File: config.mk
export PLATFORM = sky130hd
export DESIGN_NAME = servo_command_packet_framer_unit_flat
export DESIGN_NICKNAME = d
export VERILOG_FILES = /design/src/rtl/core/scpf_pkg.sv /design/src/rtl/core/scpf_cmd_if.sv /design/src/rtl/core/scpf_res_if.sv /design/src/rtl/core/servo_command_packet_framer_unit.sv /design/src/rtl/core/scpf_front.sv /design/src/rtl/core/scpf_queue.sv /design/src/rtl/core/scpf_back.sv /design/src/flat_wrapper.sv
export SDC_FILE = /design/constraint.sdc
export NUM_CORES = 1
export LEC_CHECK = 0
export ABC_AREA = 1
export BUFFER_PORTS_ARGS = -buffer_cell sky130_fd_sc_hd__buf_4
export CAP_MARGIN = 25
export CORE_ASPECT_RATIO = 2
export CORE_MARGIN = 5
export CORE_UTILIZATION = 45
export CTS_BUF_LIST = sky130_fd_sc_hd__clkbuf_16
export DETAILED_ROUTE_END_ITERATION = 10
export HOLD_SLACK_MARGIN = 0.02
export PLACE_DENSITY_LB_ADDON = 0.1
export SETUP_SLACK_MARGIN = 0.15
export SYNTH_ARGS = -nofsm -noshare
export SYNTH_HDL_FRONTEND = slang
export SYNTH_SLANG_ARGS = --single-unit
File: constraint.sdc
create_clock -name clk -period 5.5 [get_ports clk]
set_clock_uncertainty 0.05 [all_clocks]
set_input_delay 0.55 -clock clk [delete_from_list [all_inputs] [get_ports clk]]
set_output_delay 0.55 -clock clk [all_outputs]
set_load 0.05 [all_outputs]
File: src/rtl/core/scpf_pkg.sv
// ============================================================================
// scpf_pkg
// Shared types and codes of the servo command packet framer: operation codes,
// control table addresses, read kinds and the packet descriptor that the
// front part hands to the back part.
// ============================================================================
`default_nettype none

package scpf_pkg;

    localparam int STATUS_BYTES = 8;
    localparam int BODY_MAX     = 10;

    // operation codes
    localparam logic [3:0] OP_SYNC_MOVE = 4'd0;
    localparam logic [3:0] OP_POSITION  = 4'd1;
    localparam logic [3:0] OP_SPEED     = 4'd2;
    localparam logic [3:0] OP_TORQUE    = 4'd3;
    localparam logic [3:0] OP_LED       = 4'd4;
    localparam logic [3:0] OP_SET_ID    = 4'd5;
    localparam logic [3:0] OP_READ_ID   = 4'd6;
    localparam logic [3:0] OP_READ_POS  = 4'd7;
    localparam logic [3:0] OP_READ_TEMP = 4'd8;
    localparam logic [3:0] OP_READ_LOAD = 4'd9;
    localparam logic [3:0] OP_RX_BYTE   = 4'd10;

    // read kinds held while the receiver is armed
    localparam logic [2:0] RD_NONE = 3'd0;
    localparam logic [2:0] RD_ID   = 3'd1;
    localparam logic [2:0] RD_POS  = 3'd2;
    localparam logic [2:0] RD_TEMP = 3'd3;
    localparam logic [2:0] RD_LOAD = 3'd4;

    // packet bytes
    localparam logic [7:0] HDR_BYTE       = 8'hFF;
    localparam logic [7:0] BROADCAST_ID   = 8'hFE;
    localparam logic [7:0] INST_READ      = 8'h02;
    localparam logic [7:0] INST_WRITE     = 8'h03;
    localparam logic [7:0] INST_SYNC      = 8'h83;
    localparam logic [7:0] LEN_SYNC       = 8'h09;
    localparam logic [7:0] LEN_WRITE_WORD = 8'h05;
    localparam logic [7:0] LEN_SHORT      = 8'h04;
    localparam logic [7:0] SYNC_DATA_LEN  = 8'h04;

    // control table addresses
    localparam logic [7:0] ADDR_ID        = 8'h03;
    localparam logic [7:0] ADDR_GOAL_POS  = 8'h1E;
    localparam logic [7:0] ADDR_SPEED     = 8'h20;
    localparam logic [7:0] ADDR_TORQUE    = 8'h18;
    localparam logic [7:0] ADDR_LED       = 8'h19;
    localparam logic [7:0] ADDR_PRES_POS  = 8'h24;
    localparam logic [7:0] ADDR_PRES_TEMP = 8'h2B;
    localparam logic [7:0] ADDR_PRES_LOAD = 8'h28;

    localparam logic RESULT_TX   = 1'b0;
    localparam logic RESULT_READ = 1'b1;

    typedef struct packed {
        logic                         is_read;
        logic [BODY_MAX-1:0][7:0]     body;      // body[0] goes out first
        logic [3:0]                   body_len;
        logic [15:0]                  read_value;
        logic                         header_ok;
    } scpf_desc_t;

    typedef struct packed {
        logic       valid;
        scpf_desc_t desc;
    } scpf_push_t;

    typedef struct packed {
        logic empty;
        logic full;
    } scpf_qstat_t;

endpackage

`default_nettype wire

File: src/rtl/core/scpf_cmd_if.sv
// ============================================================================
// scpf_cmd_if
// Command channel: valid/ready handshake with the command and receive fields.
// ============================================================================
`default_nettype none

interface scpf_cmd_if;
    logic               valid;
    logic               ready;
    logic [3:0]         operation;
    logic [7:0]         servo_id;
    logic signed [15:0] position_value;
    logic [15:0]        speed_value;
    logic [7:0]         setting_value;
    logic [7:0]         received_byte;

    modport source (
        output valid, operation, servo_id, position_value, speed_value,
               setting_value, received_byte,
        input  ready
    );
    modport sink (
        input  valid, operation, servo_id, position_value, speed_value,
               setting_value, received_byte,
        output ready
    );
endinterface

`default_nettype wire

File: src/rtl/core/scpf_res_if.sv
// ============================================================================
// scpf_res_if
// Result channel: valid/ready handshake with transmit byte or read result.
// ============================================================================
`default_nettype none

interface scpf_res_if;
    logic               valid;
    logic               ready;
    logic               result_kind;
    logic [7:0]         tx_byte;
    logic               last_byte;
    logic signed [15:0] read_value;
    logic               header_ok;

    modport source (
        output valid, result_kind, tx_byte, last_byte, read_value, header_ok,
        input  ready
    );
    modport sink (
        input  valid, result_kind, tx_byte, last_byte, read_value, header_ok,
        output ready
    );
endinterface

`default_nettype wire

File: src/rtl/core/servo_command_packet_framer_unit.sv
// ============================================================================
// servo_command_packet_framer_unit
// Servo packet engine: frames command packets byte by byte and decodes the
// status packet that answers a read command.
// ============================================================================
//
//  channel  dir  handshake      payload
//  cmd      in   valid/ready    operation, servo_id, position_value,
//                               speed_value, setting_value, received_byte
//  res      out  valid/ready    result_kind, tx_byte, last_byte,
//                               read_value, header_ok
//
//  A command packet leaves one byte per cycle while res is not stalled: 8 to
//  13 bytes, as the back serializer steps through header, body and checksum.
//  A received byte is taken on each accepted transaction; the eighth one of a
//  status packet yields one read result through the queue and output register.
//  Commands enter while earlier packets drain, up to two descriptors queued.
//  Reset clears the control state; the status byte buffer is not cleared.
//  A stalled result holds in the output register; cmd.ready drops only when
//  the queue is full.
//
`default_nettype none

module servo_command_packet_framer_unit
    import scpf_pkg::*;
(
    input  wire logic  clk,
    input  wire logic  rst_n,
    scpf_cmd_if.sink   cmd,
    scpf_res_if.source res
);

    scpf_push_t  push;
    scpf_qstat_t qstat;
    scpf_desc_t  head;
    logic        pop;

    scpf_front u_front (
        .clk   (clk),
        .rst_n (rst_n),
        .cmd   (cmd),
        .qstat (qstat),
        .push  (push)
    );

    scpf_queue u_queue (
        .clk   (clk),
        .rst_n (rst_n),
        .push  (push),
        .pop   (pop),
        .qstat (qstat),
        .head  (head)
    );

    scpf_back u_back (
        .clk   (clk),
        .rst_n (rst_n),
        .qstat (qstat),
        .head  (head),
        .pop   (pop),
        .res   (res)
    );

endmodule

`default_nettype wire

File: src/rtl/core/scpf_front.sv
// ============================================================================
// scpf_front
// Accepts command transactions, builds the packet body of each command and
// collects the status packet of an armed read, decoding it on its last byte.
// ============================================================================
`default_nettype none

module scpf_front
    import scpf_pkg::*;
(
    input  wire logic  clk,
    input  wire logic  rst_n,
    scpf_cmd_if.sink   cmd,
    input  wire scpf_qstat_t qstat,
    output scpf_push_t push
);

    logic [2:0] pending_reg, pending_next;
    logic [7:0] expected_id_reg, expected_id_next;
    logic [2:0] rx_count_reg, rx_count_next;
    logic [7:0] rx_buffer_reg [STATUS_BYTES];
    logic       rx_wr;
    logic       accept;
    logic       status_ok;
    logic [15:0] load_mag;
    logic [15:0] status_value;
    logic [7:0] wr_addr;
    logic [7:0] wr_lo;
    logic [7:0] wr_hi;
    logic [7:0] rd_addr;
    logic [7:0] rd_len;

    assign cmd.ready = !qstat.full;
    assign accept    = cmd.valid && cmd.ready;

    // write target of the single-register commands
    always_comb
    begin
        unique case (cmd.operation)
            OP_POSITION:
            begin
                wr_addr = ADDR_GOAL_POS;
                wr_lo   = cmd.position_value[7:0];
                wr_hi   = cmd.position_value[15:8];
            end
            OP_SPEED:
            begin
                wr_addr = ADDR_SPEED;
                wr_lo   = cmd.speed_value[7:0];
                wr_hi   = cmd.speed_value[15:8];
            end
            OP_TORQUE:
            begin
                wr_addr = ADDR_TORQUE;
                wr_lo   = cmd.setting_value;
                wr_hi   = 8'h00;
            end
            default:
            begin
                wr_addr = ADDR_LED;
                wr_lo   = cmd.setting_value;
                wr_hi   = 8'h00;
            end
        endcase
    end

    always_comb
    begin
        unique case (cmd.operation)
            OP_READ_ID:   begin rd_addr = ADDR_ID;        rd_len = 8'h01; end
            OP_READ_POS:  begin rd_addr = ADDR_PRES_POS;  rd_len = 8'h02; end
            OP_READ_TEMP: begin rd_addr = ADDR_PRES_TEMP; rd_len = 8'h01; end
            default:      begin rd_addr = ADDR_PRES_LOAD; rd_len = 8'h02; end
        endcase
    end

    // status decode, valid when the last status byte arrives
    assign status_ok = (rx_buffer_reg[0] == HDR_BYTE) && (rx_buffer_reg[1] == HDR_BYTE)
                       && (rx_buffer_reg[2] == expected_id_reg);
    assign load_mag  = {6'd0, rx_buffer_reg[6][1:0], rx_buffer_reg[5]};

    always_comb
    begin
        if (!status_ok)
        begin
            status_value = 16'd0;
        end
        else
        begin
            unique case (pending_reg)
                RD_ID, RD_TEMP: status_value = {8'd0, rx_buffer_reg[5]};
                RD_POS:         status_value = {rx_buffer_reg[6], rx_buffer_reg[5]};
                default:
                begin
                    // high status byte bits 7:2 all clear: report negative load
                    if (rx_buffer_reg[6][7:2] == 6'd0)
                        status_value = 16'd0 - load_mag;
                    else
                        status_value = load_mag;
                end
            endcase
        end
    end

    always_comb
    begin
        pending_next     = pending_reg;
        expected_id_next = expected_id_reg;
        rx_count_next    = rx_count_reg;
        rx_wr            = 1'b0;
        push             = '0;

        if (accept)
        begin
            unique case (cmd.operation) inside
                OP_SYNC_MOVE:
                begin
                    pending_next       = RD_NONE;
                    rx_count_next      = 3'd0;
                    push.valid         = 1'b1;
                    push.desc.body_len = 4'd10;
                    push.desc.body[0]  = BROADCAST_ID;
                    push.desc.body[1]  = LEN_SYNC;
                    push.desc.body[2]  = INST_SYNC;
                    push.desc.body[3]  = ADDR_GOAL_POS;
                    push.desc.body[4]  = SYNC_DATA_LEN;
                    push.desc.body[5]  = cmd.servo_id;
                    push.desc.body[6]  = cmd.position_value[7:0];
                    push.desc.body[7]  = cmd.position_value[15:8];
                    push.desc.body[8]  = cmd.speed_value[7:0];
                    push.desc.body[9]  = cmd.speed_value[15:8];
                end
                [OP_POSITION:OP_LED]:
                begin
                    pending_next       = RD_NONE;
                    rx_count_next      = 3'd0;
                    push.valid         = 1'b1;
                    push.desc.body_len = 4'd6;
                    push.desc.body[0]  = cmd.servo_id;
                    push.desc.body[1]  = LEN_WRITE_WORD;
                    push.desc.body[2]  = INST_WRITE;
                    push.desc.body[3]  = wr_addr;
                    push.desc.body[4]  = wr_lo;
                    push.desc.body[5]  = wr_hi;
                end
                OP_SET_ID:
                begin
                    pending_next       = RD_NONE;
                    rx_count_next      = 3'd0;
                    push.valid         = 1'b1;
                    push.desc.body_len = 4'd5;
                    push.desc.body[0]  = cmd.servo_id;
                    push.desc.body[1]  = LEN_SHORT;
                    push.desc.body[2]  = INST_WRITE;
                    push.desc.body[3]  = ADDR_ID;
                    push.desc.body[4]  = cmd.setting_value;
                end
                [OP_READ_ID:OP_READ_LOAD]:
                begin
                    // arm the receiver for this id
                    pending_next       = 3'(cmd.operation - OP_SET_ID);
                    expected_id_next   = cmd.servo_id;
                    rx_count_next      = 3'd0;
                    push.valid         = 1'b1;
                    push.desc.body_len = 4'd5;
                    push.desc.body[0]  = cmd.servo_id;
                    push.desc.body[1]  = LEN_SHORT;
                    push.desc.body[2]  = INST_READ;
                    push.desc.body[3]  = rd_addr;
                    push.desc.body[4]  = rd_len;
                end
                OP_RX_BYTE:
                begin
                    // drop stray bytes while no read is armed
                    if (pending_reg != RD_NONE)
                    begin
                        rx_wr = 1'b1;
                        if (rx_count_reg == 3'(STATUS_BYTES - 1))
                        begin
                            pending_next         = RD_NONE;
                            rx_count_next        = 3'd0;
                            push.valid           = 1'b1;
                            push.desc.is_read    = 1'b1;
                            push.desc.read_value = status_value;
                            push.desc.header_ok  = status_ok;
                        end
                        else
                        begin
                            rx_count_next = rx_count_reg + 3'd1;
                        end
                    end
                end
                default:
                begin
                end
            endcase
        end
    end

    always_ff @(posedge clk or negedge rst_n)
    begin
        if (!rst_n)
        begin
            pending_reg     <= RD_NONE;
            expected_id_reg <= 8'd0;
            rx_count_reg    <= 3'd0;
        end
        else
        begin
            pending_reg     <= pending_next;
            expected_id_reg <= expected_id_next;
            rx_count_reg    <= rx_count_next;
        end
    end

    always_ff @(posedge clk)
    begin
        if (rx_wr)
            rx_buffer_reg[rx_count_reg] <= cmd.received_byte;
    end

endmodule

`default_nettype wire

File: src/rtl/core/scpf_queue.sv
// ============================================================================
// scpf_queue
// Two-entry descriptor queue between the front and back parts.
// ============================================================================
`default_nettype none

module scpf_queue
    import scpf_pkg::*;
(
    input  wire logic   clk,
    input  wire logic   rst_n,
    input  wire scpf_push_t push,
    input  wire logic   pop,
    output scpf_qstat_t qstat,
    output scpf_desc_t  head
);

    scpf_desc_t entry_reg [2];
    logic       wr_ptr_reg, wr_ptr_next;
    logic       rd_ptr_reg, rd_ptr_next;
    logic [1:0] count_reg, count_next;
    logic       do_push;
    logic       do_pop;

    assign qstat.empty = (count_reg == 2'd0);
    assign qstat.full  = (count_reg == 2'd2);
    assign head        = entry_reg[rd_ptr_reg];

    assign do_push = push.valid && !qstat.full;
    assign do_pop  = pop && !qstat.empty;

    always_comb
    begin
        wr_ptr_next = do_push ? !wr_ptr_reg : wr_ptr_reg;
        rd_ptr_next = do_pop ? !rd_ptr_reg : rd_ptr_reg;
        count_next  = count_reg;
        if (do_push && !do_pop)
            count_next = count_reg + 2'd1;
        else if (do_pop && !do_push)
            count_next = count_reg - 2'd1;
    end

    always_ff @(posedge clk or negedge rst_n)
    begin
        if (!rst_n)
        begin
            wr_ptr_reg <= 1'b0;
            rd_ptr_reg <= 1'b0;
            count_reg  <= 2'd0;
        end
        else
        begin
            wr_ptr_reg <= wr_ptr_next;
            rd_ptr_reg <= rd_ptr_next;
            count_reg  <= count_next;
        end
    end

    always_ff @(posedge clk)
    begin
        if (do_push)
            entry_reg[wr_ptr_reg] <= push.desc;
    end

endmodule

`default_nettype wire

File: src/rtl/core/scpf_back.sv
// ============================================================================
// scpf_back
// Serializes the descriptor at the queue head: header, body and checksum for
// a packet, or a single read result, into the registered result channel.
// ============================================================================
`default_nettype none

module scpf_back
    import scpf_pkg::*;
(
    input  wire logic   clk,
    input  wire logic   rst_n,
    input  wire scpf_qstat_t qstat,
    input  wire scpf_desc_t  head,
    output logic        pop,
    scpf_res_if.source  res
);

    logic [3:0]  byte_idx_reg, byte_idx_next;
    logic [7:0]  sum_reg, sum_next;
    logic        valid_reg, valid_next;
    logic        kind_reg, kind_next;
    logic [7:0]  tx_byte_reg, tx_byte_next;
    logic        last_reg, last_next;
    logic [15:0] read_value_reg, read_value_next;
    logic        header_ok_reg, header_ok_next;
    logic        advance;
    logic [3:0]  body_idx;
    logic [3:0]  cs_idx;
    logic [7:0]  body_byte;

    assign advance  = !qstat.empty && (!valid_reg || res.ready);
    assign body_idx = byte_idx_reg - 4'd2;
    assign cs_idx   = head.body_len + 4'd2;
    assign body_byte = (body_idx < 4'(BODY_MAX)) ? head.body[body_idx] : 8'h00;

    always_comb
    begin
        pop             = 1'b0;
        byte_idx_next   = byte_idx_reg;
        sum_next        = sum_reg;
        kind_next       = kind_reg;
        tx_byte_next    = tx_byte_reg;
        last_next       = last_reg;
        read_value_next = read_value_reg;
        header_ok_next  = header_ok_reg;
        valid_next      = res.ready ? 1'b0 : valid_reg;

        if (advance)
        begin
            valid_next      = 1'b1;
            kind_next       = head.is_read ? RESULT_READ : RESULT_TX;
            tx_byte_next    = 8'h00;
            last_next       = 1'b0;
            read_value_next = 16'd0;
            header_ok_next  = 1'b0;
            if (head.is_read)
            begin
                read_value_next = head.read_value;
                header_ok_next  = head.header_ok;
                pop             = 1'b1;
            end
            else if (byte_idx_reg < 4'd2)
            begin
                tx_byte_next  = HDR_BYTE;
                byte_idx_next = byte_idx_reg + 4'd1;
            end
            else if (byte_idx_reg == cs_idx)
            begin
                tx_byte_next  = ~sum_reg;
                last_next     = 1'b1;
                pop           = 1'b1;
            end
            else
            begin
                tx_byte_next  = body_byte;
                sum_next      = sum_reg + body_byte;
                byte_idx_next = byte_idx_reg + 4'd1;
            end

            // restart the byte walk on the next descriptor
            if (pop)
            begin
                byte_idx_next = 4'd0;
                sum_next      = 8'd0;
            end
        end
    end

    always_ff @(posedge clk or negedge rst_n)
    begin
        if (!rst_n)
        begin
            byte_idx_reg <= 4'd0;
            sum_reg      <= 8'd0;
            valid_reg    <= 1'b0;
        end
        else
        begin
            byte_idx_reg <= byte_idx_next;
            sum_reg      <= sum_next;
            valid_reg    <= valid_next;
        end
    end

    always_ff @(posedge clk)
    begin
        kind_reg       <= kind_next;
        tx_byte_reg    <= tx_byte_next;
        last_reg       <= last_next;
        read_value_reg <= read_value_next;
        header_ok_reg  <= header_ok_next;
    end

    assign res.valid       = valid_reg;
    assign res.result_kind = kind_reg;
    assign res.tx_byte     = tx_byte_reg;
    assign res.last_byte   = last_reg;
    assign res.read_value  = read_value_reg;
    assign res.header_ok   = header_ok_reg;

endmodule

`default_nettype wire
File: src/flat_wrapper.sv
// flat-port wrapper written by rule: the top's interface ports become plain ports
module servo_command_packet_framer_unit_flat import scpf_pkg::*;
  (clk, rst_n, cmd_valid, cmd_operation, cmd_servo_id, cmd_position_value, cmd_speed_value, cmd_setting_value, cmd_received_byte, cmd_ready, res_valid, res_result_kind, res_tx_byte, res_last_byte, res_read_value, res_header_ok, res_ready);
  scpf_cmd_if cmd_i ();
  scpf_res_if res_i ();
  input  wire logic clk;
  input  wire logic rst_n;
  input wire logic [$bits(cmd_i.valid)-1:0] cmd_valid;
  input wire logic [$bits(cmd_i.operation)-1:0] cmd_operation;
  input wire logic [$bits(cmd_i.servo_id)-1:0] cmd_servo_id;
  input wire logic [$bits(cmd_i.position_value)-1:0] cmd_position_value;
  input wire logic [$bits(cmd_i.speed_value)-1:0] cmd_speed_value;
  input wire logic [$bits(cmd_i.setting_value)-1:0] cmd_setting_value;
  input wire logic [$bits(cmd_i.received_byte)-1:0] cmd_received_byte;
  output wire logic [$bits(cmd_i.ready)-1:0] cmd_ready;
  output wire logic [$bits(res_i.valid)-1:0] res_valid;
  output wire logic [$bits(res_i.result_kind)-1:0] res_result_kind;
  output wire logic [$bits(res_i.tx_byte)-1:0] res_tx_byte;
  output wire logic [$bits(res_i.last_byte)-1:0] res_last_byte;
  output wire logic [$bits(res_i.read_value)-1:0] res_read_value;
  output wire logic [$bits(res_i.header_ok)-1:0] res_header_ok;
  input wire logic [$bits(res_i.ready)-1:0] res_ready;
  assign cmd_i.valid = cmd_valid;
  assign cmd_i.operation = cmd_operation;
  assign cmd_i.servo_id = cmd_servo_id;
  assign cmd_i.position_value = cmd_position_value;
  assign cmd_i.speed_value = cmd_speed_value;
  assign cmd_i.setting_value = cmd_setting_value;
  assign cmd_i.received_byte = cmd_received_byte;
  assign cmd_ready = cmd_i.ready;
  assign res_valid = res_i.valid;
  assign res_result_kind = res_i.result_kind;
  assign res_tx_byte = res_i.tx_byte;
  assign res_last_byte = res_i.last_byte;
  assign res_read_value = res_i.read_value;
  assign res_header_ok = res_i.header_ok;
  assign res_i.ready = res_ready;
  servo_command_packet_framer_unit u_core (.clk(clk), .rst_n(rst_n), .cmd(cmd_i), .res(res_i));
endmodule
==> flow_metrics.env <==
export IMPL_dr_pass1_iters=5
export IMPL_finalSetupTns_ns=0
export IMPL_drive_above_1_share=0.145
export IMPL_required_ns=5.86
export IMPL_postPlaceCellArea_um2=13500
export IMPL_async_reset_ff_frac=0.115
export IMPL_p_switching_mw=2.95
export IMPL_maxUsedRoutingLayer="met4"
export IMPL_ios=93
export IMPL_min_period_over_period=0.738
export IMPL_cp_end_kind="register"
export IMPL_root_buffer="clkbuf_16"
export IMPL_grt_pass1_vias=9075
export IMPL_antenna_found_initial=0
export IMPL_path_buf_inv=2
export IMPL_n_antenna_cell=0
export IMPL_ir_worst_vdd_uv=305
export IMPL_ant_nets=0
export IMPL_max_freq_mhz=247
export IMPL_tightestPinTransition_ns=0.993
export IMPL_yosysWarnings=0
export IMPL_yosys_top_cells_count="nand2_1 (318), edfxtp_1 (239), nor2_1 (119)"
export IMPL_cts_buffers=25
export IMPL_cp_start_kind="register"
export IMPL_grt_max_degree=73
export IMPL_grt_pass1_wl_um=51900
export IMPL_rsz0062_at_grt="false"
export IMPL_wl_met2_um=19800
export IMPL_wl_met1_um=11300
export IMPL_die_h_um=245
export IMPL_cts_max_path_buffers=3
export IMPL_synth_top_area_frac=0.578
export IMPL_gp_congestion=0.956
export IMPL_maxCapViolations=0
export IMPL_drt_total_wl_um=34200
export IMPL_p_clk_frac=0.241
export IMPL_cp_num_cells=16
export IMPL_initial_utilization=0.453
export IMPL_hold_class="in2reg"
export IMPL_port_buffers=92
export IMPL_cts_sinks=270
export IMPL_die_area_um2=31200
export IMPL_route_met3_wl_um=1420
export IMPL_synth_cell_type_count=45
export IMPL_final_min_clock_period_ns=4.06
export IMPL_path_class="reg2reg"
export IMPL_hold_violations=0
export IMPL_yosysTopAreaCell="edfxtp_1"
export IMPL_cts_clk_slew_worst_paths_ns=0.07
export IMPL_syn_area_um2=12400
export IMPL_pwr_share_comb=0.370
export IMPL_maxSlewViolCount=0
export IMPL_slew_headroom=0.338
export IMPL_p_seq_frac=0.389
export IMPL_clk_latency_ns=0.52
export IMPL_r2r_cells=16
export IMPL_drc=0
export IMPL_synth_area_leaders="edfxtp_1 (58%), nand2_1 (9.6%), dfrtp_1 (6.2%), nor2_1 (3.6%), o21ai_0 (3.4%)"
export IMPL_die_x_um=127
export IMPL_hpwl_um=25200
export IMPL_seq_area_frac_synth=0.640
export IMPL_largest_register_ffs=172
export IMPL_fin_area_um2=14300
export IMPL_wl_per_cell_um=20.5
export IMPL_crit_chain="inv_1 -> ha_1 -> clkinv_1 -> a21oi_1 -> nand3_1 -> nand3_1 -> nand2_1 -> ha_1 -> fa_1 -> nand3_1 -> nand2_1 -> nand2_1 -> nand2_1 -> a21oi_1 -> xor2_1 -> o21ai_1"
export IMPL_netlist_instances=1203
export IMPL_swShare=0.393
export IMPL_synth_nets=1288
export IMPL_track_usage=0.220
export IMPL_avgViaCountPerCell=5.36
export IMPL_status="finished, final reports clean"
export IMPL_cp_slowest_cell="dfrtp_1"
export IMPL_ys_ff_latch=270
export IMPL_cp_top_family="adder cells"
export IMPL_synth_most_common_cell="nand2_1"
export IMPL_grt_overflow=0
export IMPL_cts_tree="yes"
export IMPL_powerDensity_nw_per_um2=524
export IMPL_post_cts_resize_count=0
export IMPL_leakage_nw=5.78
export IMPL_crit_arrival_ns=4.42
export IMPL_whs_path_depth=2
export IMPL_synth_edff_count=239
export IMPL_syn_to_final_growth_pct=15.4
export IMPL_h_tree_depth=1
export IMPL_drt_iter0_drc=589
export IMPL_layout_nets=1381
export IMPL_vias=8922
export IMPL_placementRows=86
export IMPL_cp_max_fo=16
export IMPL_path_common_cell="nand2_1"
export IMPL_synth_main_ff_cell="edfxtp_1"
export IMPL_setup_violations=0
export IMPL_p_int_mw=4.56
export IMPL_critical_path_max_stage_delay_ns=0.70
export IMPL_postSynthAreaPerCell_um2=10.3
export IMPL_core_area_um2=27400
-- per-stage QoR --
stage                     instances  total power, mW  setup slack [ns]   util  hold WS [ns]
final                          1666             7.51              1.44  0.523         0.167
after global routing           1666             7.93              1.21  0.523         0.176
after CTS                      1666             7.58              1.50  0.523         0.149
after detailed placement       1620             5.77              1.50  0.491         0.423
after global placement         1620             5.76              1.62  0.491         0.412
after floorplan                1203             4.83              1.64      -         0.204
-- final timing paths --
check	from	endpoint	slack, ns
max	u_core.u_back.byte_idx_reg[1]	u_core.u_back.sum_reg[6]	1.44
min	res_ready	u_core.u_back.res.valid	0.17
max reg2reg	u_core.u_back.byte_idx_reg[1]	u_core.u_back.sum_reg[6]	1.44
min reg2reg	u_core.u_queue.count_reg[0]	u_core.u_queue.count_reg[0]	0.43
max in group asynchronous	rst_n	u_core.u_front.rx_count_reg[2]	4.58
min in group asynchronous	rst_n	u_core.u_back.sum_reg[4]	0.46
-- cells by family (layout without fill, tap and decap cells) --
kind of cell,count (synthesis),after routing,synth area share
AND/OR/NAND/NOR,565,565,0.193
adder cells (fa/ha/maj),21,21,0.0218
AO/OA/AOI/OAI,170,170,0.0780
XOR/XNOR,22,22,0.0161
buffers and inverters,155,266,0.0505
flip-flops,270,270,0.640
-- what timing repair did --
item	CTS	global route
setup buffers	0	0
hold buffers	1	0
endpoints found under the hold margin	31	0
-- cell type report --
class	count	area (um2)
Tap cell	352	440
Multi-Input combinational cell	778	3840
Fill cell	2533	13100
Timing Repair Buffer	111	836
Clock inverter	20	223
Sequential cell	270	7950
Clock buffer	25	626
Inverter	110	415
-- layer usage --
| metal | global-route usage | vias to the layer above |
|---|---|---|
| met5 | 0 | - |
| met4 | 0.104 | 0 |
| met3 | 0.0235 | 63 |
| met2 | 0.436 | 236 |
| met1 | 0.221 | 4349 |
| li1 | - | 4274 |
-- power by group through the flow --
stage | registers [mW] | clock network, mW | logic (mW)
finish | 2.92 | 1.81 | 2.78
global route | 2.96 | 1.93 | 3.04
CTS | 2.92 | 1.84 | 2.82
detailed placement | 2.96 | 0 | 2.81
global placement | 2.96 | 0 | 2.80
floorplan | 3.28 | 0 | 1.55
-- layout by cell type (no fill, tap or decap), drive strengths merged --
master and instances:
clkbuf 25, or2 8, o21a 1, ha 20, o21ai 91, nor2 127
o22ai 13, o221ai 1, xnor2 4, clkinvlp 1, nand4 7, buf 110
a211oi 1, xor2 18, nand2 325, edfxtp 239, clkinv 17, fa 1
dfrtp 31, o31ai 2, nor4 8, a221oi 1, nand3 78, o211ai 9
a41oi 2, a21oi 33, bufinv 5, dlygate4sd3 1, inv 107, a31oi 16
nor3 12
Note: power is estimated with default switching activity, not from simulation.
